[config.mk]
export PLATFORM = sky130hd
export DESIGN_NAME = unix_seconds_to_calendar_core
export DESIGN_NICKNAME = d
export VERILOG_FILES = /design/src/rtl/core/ustc_pkg.sv /design/src/rtl/core/ustc_serial_div.sv /design/src/rtl/core/unix_seconds_to_calendar_core.sv
export SDC_FILE = /design/constraint.sdc
export NUM_CORES = 1
export LEC_CHECK = 0
export ABC_CLOCK_PERIOD_IN_PS = 5800
export BUFFER_PORTS_ARGS = -buffer_cell sky130_fd_sc_hd__buf_4
export CAP_MARGIN = 10
export CORE_MARGIN = 1
export CORE_UTILIZATION = 55
export CTS_CLUSTER_SIZE = 8
export DETAILED_ROUTE_END_ITERATION = 10
export PLACE_DENSITY = 0.76
export SLEW_MARGIN = 20
export SYNTH_ARGS = -nofsm -noshare
export SYNTH_HDL_FRONTEND = slang
export SYNTH_SLANG_ARGS = --single-unit
[constraint.sdc]
create_clock -name clk -period 5.8 [get_ports clk]
set_input_delay 0.87 -clock clk [delete_from_list [all_inputs] [get_ports clk]]
set_output_delay 0.87 -clock clk [all_outputs]
set_load 0.02 [all_outputs]
[src/rtl/core/ustc_pkg.sv]
// Types, constants and helper functions of the calendar core.
package ustc_pkg;

  localparam int SHIFT_W = 32;
  localparam int REM_W   = 11;
  localparam int CNT_W   = 6;
  localparam int DAY_W   = 16;
  localparam int YDAY_W  = 9;

  localparam logic [REM_W-1:0] DIV_SEC    = 11'd60;
  localparam logic [REM_W-1:0] DIV_MIN    = 11'd60;
  localparam logic [REM_W-1:0] DIV_HOUR   = 11'd24;
  localparam logic [REM_W-1:0] DIV_PERIOD = 11'd1461;

  localparam logic [CNT_W-1:0] NBITS_SEC    = 6'd32;
  localparam logic [CNT_W-1:0] NBITS_MIN    = 6'd27;
  localparam logic [CNT_W-1:0] NBITS_HOUR   = 6'd21;
  localparam logic [CNT_W-1:0] NBITS_PERIOD = 6'd16;

  localparam logic [DAY_W-1:0] DAYS_1968_TO_1970 = 16'd731;
  localparam logic [7:0]       YEAR_OFFSET_1900  = 8'd68;
  localparam logic [2:0]       WEEKDAY_EPOCH     = 3'd4;
  localparam logic [2:0]       DAYS_PER_WEEK     = 3'd7;

  localparam logic [REM_W-1:0] YEAR1_START = 11'd366;
  localparam logic [REM_W-1:0] YEAR2_START = 11'd731;
  localparam logic [REM_W-1:0] YEAR3_START = 11'd1096;

  localparam logic [3:0] MONTH_LAST  = 4'd11;
  localparam logic [3:0] MONTH_MARCH = 4'd2;

  localparam logic [YDAY_W-1:0] MONTH_START [12] = '{
    9'd0, 9'd31, 9'd59, 9'd90, 9'd120, 9'd151,
    9'd181, 9'd212, 9'd243, 9'd273, 9'd304, 9'd334
  };

  typedef enum logic [2:0] {
    S_IDLE,
    S_SEC,
    S_MIN,
    S_HOUR,
    S_PERIOD,
    S_MONTH,
    S_DONE
  } state_t;

  typedef struct packed {
    logic               go;
    logic [SHIFT_W-1:0] dividend;
    logic [REM_W-1:0]   divisor;
    logic [CNT_W-1:0]   nbits;
  } div_cmd_t;

  typedef struct packed {
    logic active;
    logic qbit;
  } div_stat_t;

  function automatic logic [YDAY_W-1:0] month_offset(logic [3:0] m, logic leap);
    logic [YDAY_W-1:0] r;
    r = MONTH_START[m];
    if (leap && (m >= MONTH_MARCH)) begin
      r = r + 9'd1;
    end
    return r;
  endfunction

  function automatic logic [2:0] mod7_step(logic [2:0] acc, logic b);
    logic [3:0] v;
    v = {acc, b};
    if (v >= {1'b0, DAYS_PER_WEEK}) begin
      v = v - {1'b0, DAYS_PER_WEEK};
    end
    return v[2:0];
  endfunction

  function automatic logic [2:0] weekday_of(logic [2:0] acc);
    logic [3:0] s;
    s = {1'b0, acc} + {1'b0, WEEKDAY_EPOCH};
    if (s >= {1'b0, DAYS_PER_WEEK}) begin
      s = s - {1'b0, DAYS_PER_WEEK};
    end
    return s[2:0];
  endfunction

endpackage

[src/rtl/core/ustc_serial_div.sv]
// Bit-serial restoring divider, one quotient bit per cycle.
module ustc_serial_div (
  input  logic                       clk,
  input  logic                       rst,
  input  ustc_pkg::div_cmd_t         cmd,
  output ustc_pkg::div_stat_t        stat,
  output logic [ustc_pkg::SHIFT_W-1:0] quotient,
  output logic [ustc_pkg::REM_W-1:0]   remainder
);
  import ustc_pkg::*;

  logic [SHIFT_W-1:0] shreg;
  logic [REM_W-1:0]   rem;
  logic [REM_W-1:0]   div;
  logic [CNT_W-1:0]   cnt;
  logic               active;
  logic [REM_W:0]     trial;
  logic [REM_W:0]     diff;
  logic               ge;

  assign trial = {rem, shreg[SHIFT_W-1]};
  assign diff  = trial - {1'b0, div};
  assign ge    = trial >= {1'b0, div};

  always_ff @(posedge clk) begin
    if (rst) begin
      active <= 1'b0;
      cnt    <= '0;
    end else if (cmd.go) begin
      active <= 1'b1;
      cnt    <= cmd.nbits;
    end else if (active) begin
      cnt <= cnt - 6'd1;
      if (cnt == 6'd1) begin
        active <= 1'b0;
      end
    end
  end

  always_ff @(posedge clk) begin
    if (cmd.go) begin
      shreg <= cmd.dividend;
      rem   <= '0;
      div   <= cmd.divisor;
    end else if (active) begin
      shreg <= {shreg[SHIFT_W-2:0], ge};
      rem   <= ge ? diff[REM_W-1:0] : trial[REM_W-1:0];
    end
  end

  assign stat.active = active;
  assign stat.qbit   = ge;
  assign quotient    = shreg;
  assign remainder   = rem;

endmodule

[src/rtl/core/unix_seconds_to_calendar_core.sv]
// Calendar core: breaks a 32-bit seconds count into date and time fields.
//
//   channel  | handshake        | words
//   ---------+------------------+----------------------------------------------
//   input    | start, busy      | unix_seconds
//   result   | done (1 cycle)   | second, minute, hour, day_of_year,
//            |                  | day_of_month, month_index, weekday,
//            |                  | years_since_1900
//
// Busy drops the cycle after done.
// One serial divider makes four passes (32, 27, 21 and 16 bits, one bit a cycle),
// then the month search steps back from December, one month a cycle.
// Reset clears the sequencer; result ports hold their last word.
// The receiver cannot stall; done is high for one cycle per word.
module unix_seconds_to_calendar_core (
  input  logic        clk,
  input  logic        rst,
  input  logic        start,
  output logic        busy,
  input  logic [31:0] unix_seconds,
  output logic        done,
  output logic [5:0]  second,
  output logic [5:0]  minute,
  output logic [4:0]  hour,
  output logic [8:0]  day_of_year,
  output logic [4:0]  day_of_month,
  output logic [3:0]  month_index,
  output logic [2:0]  weekday,
  output logic [7:0]  years_since_1900
);
  import ustc_pkg::*;

  state_t             state;
  state_t             state_next;
  div_cmd_t           cmd;
  div_stat_t          stat;
  logic [SHIFT_W-1:0] quotient;
  logic [REM_W-1:0]   remainder;

  logic [2:0]         wd_acc;
  logic               leap;
  logic [3:0]         month;
  logic [DAY_W-1:0]   day68;
  logic [1:0]         year_in_period;
  logic [REM_W-1:0]   yday_wide;
  logic [7:0]         y1900_calc;
  logic [YDAY_W-1:0]  start_cur;
  logic [YDAY_W-1:0]  dom_calc;
  logic               month_hit;

  ustc_serial_div u_div (
    .clk       (clk),
    .rst       (rst),
    .cmd       (cmd),
    .stat      (stat),
    .quotient  (quotient),
    .remainder (remainder)
  );

  assign day68 = quotient[DAY_W-1:0] + DAYS_1968_TO_1970;

  always_comb begin
    if (remainder < YEAR1_START) begin
      year_in_period = 2'd0;
      yday_wide      = remainder;
    end else if (remainder < YEAR2_START) begin
      year_in_period = 2'd1;
      yday_wide      = remainder - YEAR1_START;
    end else if (remainder < YEAR3_START) begin
      year_in_period = 2'd2;
      yday_wide      = remainder - YEAR2_START;
    end else begin
      year_in_period = 2'd3;
      yday_wide      = remainder - YEAR3_START;
    end
  end

  assign y1900_calc = {quotient[5:0], 2'b00} + {6'd0, year_in_period} + YEAR_OFFSET_1900;

  assign start_cur = month_offset(month, leap);
  assign dom_calc  = day_of_year - start_cur + 9'd1;
  assign month_hit = (month == 4'd0) || (day_of_year >= start_cur);

  always_ff @(posedge clk) begin
    if (rst) begin
      state <= S_IDLE;
    end else begin
      state <= state_next;
    end
  end

  always_comb begin
    state_next   = state;
    cmd.go       = 1'b0;
    cmd.dividend = '0;
    cmd.divisor  = '0;
    cmd.nbits    = '0;
    case (state)
      S_IDLE: begin
        if (start) begin
          cmd.go       = 1'b1;
          cmd.dividend = unix_seconds;
          cmd.divisor  = DIV_SEC;
          cmd.nbits    = NBITS_SEC;
          state_next   = S_SEC;
        end
      end
      S_SEC: begin
        if (!stat.active) begin
          cmd.go       = 1'b1;
          cmd.dividend = quotient << (SHIFT_W - int'(NBITS_MIN));
          cmd.divisor  = DIV_MIN;
          cmd.nbits    = NBITS_MIN;
          state_next   = S_MIN;
        end
      end
      S_MIN: begin
        if (!stat.active) begin
          cmd.go       = 1'b1;
          cmd.dividend = quotient << (SHIFT_W - int'(NBITS_HOUR));
          cmd.divisor  = DIV_HOUR;
          cmd.nbits    = NBITS_HOUR;
          state_next   = S_HOUR;
        end
      end
      S_HOUR: begin
        if (!stat.active) begin
          cmd.go       = 1'b1;
          cmd.dividend = {day68, {(SHIFT_W-DAY_W){1'b0}}};
          cmd.divisor  = DIV_PERIOD;
          cmd.nbits    = NBITS_PERIOD;
          state_next   = S_PERIOD;
        end
      end
      S_PERIOD: begin
        if (!stat.active) begin
          state_next = S_MONTH;
        end
      end
      S_MONTH: begin
        if (month_hit) begin
          state_next = S_DONE;
        end
      end
      S_DONE: begin
        state_next = S_IDLE;
      end
      default: begin
        state_next = S_IDLE;
      end
    endcase
  end

  always_ff @(posedge clk) begin
    case (state)
      S_SEC: begin
        if (!stat.active) begin
          second <= remainder[5:0];
        end
      end
      S_MIN: begin
        if (!stat.active) begin
          minute <= remainder[5:0];
          wd_acc <= '0;
        end
      end
      S_HOUR: begin
        if (stat.active) begin
          wd_acc <= mod7_step(wd_acc, stat.qbit);
        end else begin
          hour    <= remainder[4:0];
          weekday <= weekday_of(wd_acc);
        end
      end
      S_PERIOD: begin
        if (!stat.active) begin
          day_of_year      <= yday_wide[YDAY_W-1:0];
          years_since_1900 <= y1900_calc;
          leap             <= (year_in_period == 2'd0);
          month            <= MONTH_LAST;
        end
      end
      S_MONTH: begin
        if (month_hit) begin
          day_of_month <= dom_calc[4:0];
          month_index  <= month;
        end else begin
          month <= month - 4'd1;
        end
      end
      default: begin
      end
    endcase
  end

  assign busy = (state != S_IDLE);
  assign done = (state == S_DONE);

endmodule

# [Word level (Yosys, flattened, before mapping)]
# Memories as Yosys holds them, arrays and structs flattened.
# Cells that the tools add are included.
[op_classes] n_reduce_logical=17 addsub=15 magnitude_cmp=9 muxes=37 n_bitwise=2 eq_ne=15
[ops] op="$mux W50" n=4
[ops] op="$pmux W50 S4" n=1
[ops] op="$mux W32" n=2
[ops] op="$mux W9" n=6
[ops] op="$mux W3" n=10
[ops] op="$pmux W3 S6" n=1
[ops] op="$add A16 B10 Y16 const B" n=1
[ops] op="$ne A2 B2 Y1 const B" n=7
[ops] op="$ge A12 B11 Y1" n=1
[ops] op="$mux W6" n=2
[ops] op="$lt A11 B10 Y1 const B" n=1
[ops] op="$lt A11 B11 Y1 const B" n=1
[ops] op="$lt A11 B9 Y1 const B" n=1
[ops] op="$mux W11" n=1
[ops] op="$sub A11 B11 Y11" n=1
[ops] op="$reduce_and A2 Y1" n=5
[ops] op="$add A9 B1 Y9 const B" n=1
[ops] op="$eq A3 B3 Y1 const B" n=3
[ops] op="$ge A9 B9 Y1" n=1
[ops] op="$sub A9 B7 Y9 const B" n=1
[ops] op="$sub A9 B8 Y9 const B" n=1
[ops] op="$sub A9 B9 Y9 const B" n=1
[ops] op="$add A8 B2 Y8" n=1
[ops] op="$add A8 B7 Y8 const B" n=1
[ops] op="other kinds (29)" n=40
[totals] mem_count=1 output_inout_bits=48 rom_bits=144 word_cells=113 input_bits=35 regBits=118
[mem_list] name="(no name shown)" depth=16 word_bits=9 rd=1 rd_clocked_by_memory_dff=0 write_ports=0 line="ustc_pkg.sv:61" rtl="r = MONTH_START[m];"

# [Longest topological paths before layout]
[depth] word_depth=10 depth_mapped=16

# [Hierarchy]
# A second synthesis with hierarchy kept.
[unflattened] hier_cells=702 area_unflattened_um2=7537.2
[by_module_without_submodules] module="unix_seconds_to_calendar_core" instances=1 seq_area_each_um2=1681.6 cells_per_inst=436 area_each_um2=4391.7
[by_module_without_submodules] module="ustc_serial_div" instances=1 seq_area_each_um2=1651.6 cells_per_inst=266 area_each_um2=3145.5

# [Least setup slack after synthesis]
# OpenSTA, ideal clock, no wires.
[synth_path] kind="register -> register" from="reg month[1]" to="reg day_of_month[0], enable pin" path_stages_with_launch=17 arrival_ps=2934 setup_slack_ps=2537 synth_period_minus_slack_ps=3263 setup_time_ps=329 path_buffers=0 path_cell_list="edfxtp_1 inv_1 ha_1 nor2b_1 a21o_1 ha_1 and3_1 nand4_1 xnor2_1 a21oi_1 ha_1 nand4_1 inv_1 nand3_1 o22ai_1 o21ai_0 inv_1"
[synth_via] elab_chain_len=9 elab_cells_between_ends=12 cone_classes="1 x add/sub; 2 x order compare; 3 x mux; 1 x bitwise; 4 x reduce/logical; 1 x memory"
[synth_rtl] item="from (decl)" line="unix_seconds_to_calendar_core.sv:42" rtl="logic [3:0] month;"
[synth_rtl] item="from (signal assigned)" line="unix_seconds_to_calendar_core.sv:188" rtl="month <= month - 4'd1;"
[synth_rtl] item="$not A4 Y5 (not written as such)" line="ustc_pkg.sv:61"
[synth_rtl] item="$mem_v2 Z16 W9"
[synth_rtl] item="$mux W9 (not written as such) (2 in series)" line="ustc_pkg.sv:61"
[synth_rtl] item="$add A9 B1 Y9" line="ustc_pkg.sv:63" rtl="r = r + 9'd1;"
[synth_rtl] item="$mux W9" line="ustc_pkg.sv:62" rtl="if (leap && (m >= MONTH_MARCH)) begin"
[synth_rtl] item="$ge A9 B9 Y1" line="unix_seconds_to_calendar_core.sv:82" rtl="assign month_hit = (month == 4'd0) || (day_of_year >= start_cur);"
[synth_rtl] item="$logic_or A1 B1 Y1 *" line="unix_seconds_to_calendar_core.sv:82"
[synth_rtl] item="$reduce_and A2 Y1 (no source line) *"
[synth_rtl] item="to (signal assigned)" line="unix_seconds_to_calendar_core.sv:185" rtl="day_of_month <= dom_calc[4:0];"
[synth_rtl] item="to (decl)" line="unix_seconds_to_calendar_core.sv:26" rtl="output logic [4:0] day_of_month,"
# Mark *: on every way between the ends. The rest lies on a longest branch, timed or not. The select of a mux whose other input is x is not followed.
# A chain may end at the register's enable or synchronous reset.

# [Worst setup path after layout]
[layout_path] from="reg month[1]" to="reg day_of_month[4], enable pin"
# Same word-level chain as after synthesis.

==> run_results.csv <==
group,metric,value,unit
placement,pre_cts_slack,1.88,ns
timing,fin_crit_sh,68.4,%
yosys,synth_compound_area_share,19.3,%
cells_and_area,syn_to_final_growth,14.2,%
power_and_ir_drop,ir_worst_vdd,0.236,mV
clocking,post_cts_buffers,0,
floorplanning,core_area,12100,um2
routing,drt_first_pass_iters,6,
clocking,post_cts_resized,0,
power_and_ir_drop,p_switching,1.59,mW
yosys,syn_area_per_cell,10.2,um2
cells_and_area,fin_cells,902,
cells_and_area,final_core_util,64.7,%
global_route,grt_usage,26.8,%
power_and_ir_drop,finalPower,3.75,mW
timing,fin_skew,0.00838,ns
cells_and_area,diodes,0,
yosys,syn-num-nets,751,
yosys,ys_ff_latch,111,
placement,hpwl,11.8,mm
power_and_ir_drop,power.leakage,3.16,nW
routing,routed_wirelength,16.6,mm
yosys,yosys.area_share.simple,13.2,%
global_route,globalRouteOverflowTotal,0,
clocking,htree_levels,3,
timing,finalSetupViolCount,0,
routing,wire_per_inst,18.4,um
clocking,root_buffer,"clkbuf_16",
timing,fmax,252,MHz
routing,drcViolationCount,0,
setup_path,critical_path_required,5.82,ns
routing,viasPerCell,6.09,
setup_path,crit_path_max_incr_delay,0.57,ns
clocking,numCtsBuffers,9,
timing,setup_slack,1.83,ns
routing,vias,5489,
clocking,insertion_delay,0.36,ns
floorplanning,io_pins,83,
timing,slew_headroom,28.2,%
yosys,async_flop_share,0,%
floorplanning,die_h,113,um
clocking,holdBufCountCts,0,
yosys,ys_types,70,
placement,io_buffers,82,
setup_path,cp_max_fo,12,
global_route,grt_pass1_vias,5199,
timing,worstMarginPinSlew,1.08,ns
global_route,grt_max_degree,34,
cells_and_area,drive_gt1_share,15.9,%
run_status,outcome,"complete, no violations",
setup_path,crit_buf_inv,3,
routing,drt_iter0_drc,559,
power_and_ir_drop,internal_power,2.16,mW
run,maxCapViolCount,0,
global_route,antenna_found_initial,0,
global_route,grt_pass1_wl,26.7,mm
floorplanning,row_count,40,
setup_path,crit_path_end_kind,"flop",
yosys,ys_warn_count,0,
yosys,synth-adder-area-share,8.83,%
timing,finalMaxSlewViolations,0,
yosys,synth_mux_area_share,1.63,%
yosys,synthCells,669,
timing,hold_violations,0,
clocking,clk_pin_slew_worst_paths,0.07,ns
cells_and_area,nets,811,
floorplanning,dieArea,12900,um2
timing,setup_tns,0,ns
power_and_ir_drop,clockPowerShare,15.7,%
setup_path,critPathTopFamily,"adder cells",
clocking,tritoncts,"done",
timing,rsz0062_at_grt,"no",
placement,dp.cells,886,
yosys,synth_top_family_by_area,"compound AO/OA/AOI/OAI gates",
floorplanning,dieWidth,113,um
timing,min_period,3.97,ns
setup_path,crit_arrival,3.98,ns
hold_path,hold_class,"flop to flop",
floorplanning,start_util,56.6,%
power_and_ir_drop,cellPowerDensity,481,nW/um2
power_and_ir_drop,combPwrFrac,43.7,%
placement,gp_routability_congestion,0.871,
clocking,cts.sinks,111,
setup_path,startpoint_type,"flop",
setup_path,crit_path_top_delay_cell,"edfxtp_1",
routing,ant_nets,0,
power_and_ir_drop,switching_share,42.3,%
yosys,synthFlopType,"edfxtp_1",
yosys,synth_xor_area_share,5.64,%
clocking,clock_path_buffers,2,
yosys,netlist_area,6830,um2
setup_path,path_class,"flop to flop",
yosys,ys_seq_area_share,45.7,%
power_and_ir_drop,seqPwrFrac,40.6,%
setup_path,cp_cell_sequence,"inv_1 > ha_1 > nor2b_1 > a21o_1 > ha_1 > and3_1 > nand4_1 > xnor2_1 > a21oi_1 > ha_1 > nand4_1 > inv_1 > nand3_1 > o22ai_1 > o21ai_0 > inv_1",
yosys,synth-edff-count,90,
setup_path,rrSetupSlack,1.83,ns
## Yosys cell counts, types with 14 or more instances
cell type,count,area (um2)
a21oi_1,30,150
nand2_1,59,221
nand2b_1,14,87.6
clkbuf_1,22,82.6
dfxtp_1,21,420
o21ai_0,37,185
nand3_1,14,70.1
ha_1,45,563
xor2_1,18,158
nor2_1,48,180
edfxtp_1,90,2700
inv_1,51,191
a222oi_1,24,240
xnor2_1,26,228
## placed cells by master, fill, tap and decap left out, types with 4 or more instances in the layout
master,n
a21o_1,4
a21oi_1,30
a222oi_1,24
a22o_1,8
a22oi_1,5
a31oi_1,4
and2_1,4
buf_4,88
clkbuf_16,9
dfxtp_1,21
edfxtp_1,90
ha_1,45
inv_1,51
mux2i_1,10
nand2_1,59
nand2b_1,14
nand3_1,14
nand3b_1,5
nand4_1,6
nor2_1,48
nor2b_1,8
nor3_1,9
o211ai_1,11
o21a_1,5
o21ai_0,37
o22ai_1,5
o311ai_0,5
o31ai_1,8
xnor2_1,26
xor2_1,18
## state kept, by name, summed over array words and instances, names as in the netlist, 5 cells and up
register and cells:
u_div.quotient 32, second 6, u_div.cnt 6, minute 6
day_of_month 5, day_of_year 9, u_div.remainder 11, hour 5
years_since_1900 8
## final cells by class
| cell class | count | area, um2 |
|---|---|---|
| clock buffer | 10 | 239 |
| multi-input combinational | 466 | 3330 |
| tap | 168 | 210 |
| sequential | 111 | 3120 |
| timing repair buffer | 88 | 661 |
| fill | 972 | 4260 |
| inverter | 53 | 199 |
| clock inverter | 6 | 35.0 |
## cells by family (layout without fill, tap and decap cells)
group,Yosys count,in the layout
AO/OA/AOI/OAI,178,178
XOR/XNOR,44,44
adder cells (fa/ha/maj),47,47
buffers and inverters,92,157
flip-flops,111,111
multiplexers,11,11
AND/OR/NAND/NOR,186,186
## through the flow
step,area [um2],hold WS [ns]
finish,7800,0.504
detailed placement,7520,0.488
CTS,7800,0.500
global route,7800,0.520
global placement,7520,0.467
floorplan,6830,0.448
## worst reg2reg max path: stages, from the launching register on
cell      delay, ns
edfxtp_1       0.57
inv_1          0.17
ha_1           0.37
nor2b_1        0.23
a21o_1         0.15
ha_1           0.24
and3_1         0.18
nand4_1        0.12
xnor2_1        0.18
a21oi_1        0.09
ha_1           0.32
nand4_1        0.12
inv_1          0.07
nand3_1        0.07
o22ai_1        0.25
o21ai_0        0.21
inv_1          0.31
## routing by layer
metal	part of all wire (%)	global-route usage (%)
met5	0	0
met4	1.6	10.2
met1	43	36.7
met2	47	43.0
met3	8.2	4.09
## path summary, 6_finish.rpt
check,cells past startpoint,startpoint,endpoint
setup / recovery,16,month[1],day_of_month[4]
hold / removal,2,u_div.cnt[4],u_div.cnt[4]
setup reg to reg,16,month[1],day_of_month[4]
hold reg to reg,2,u_div.cnt[4],u_div.cnt[4]
## power groups by stage
stage	Clock, mW	Sequential, mW	Combinational (mW)
after floorplan	0	1.35	1.36
after global placement	0	1.52	1.56
after detailed placement	0	1.53	1.61
after CTS	0.596	1.51	1.63
after global routing	0.625	1.56	1.81
final	0.589	1.52	1.64
No activity file was read; power rests on OpenSTA's default activity.
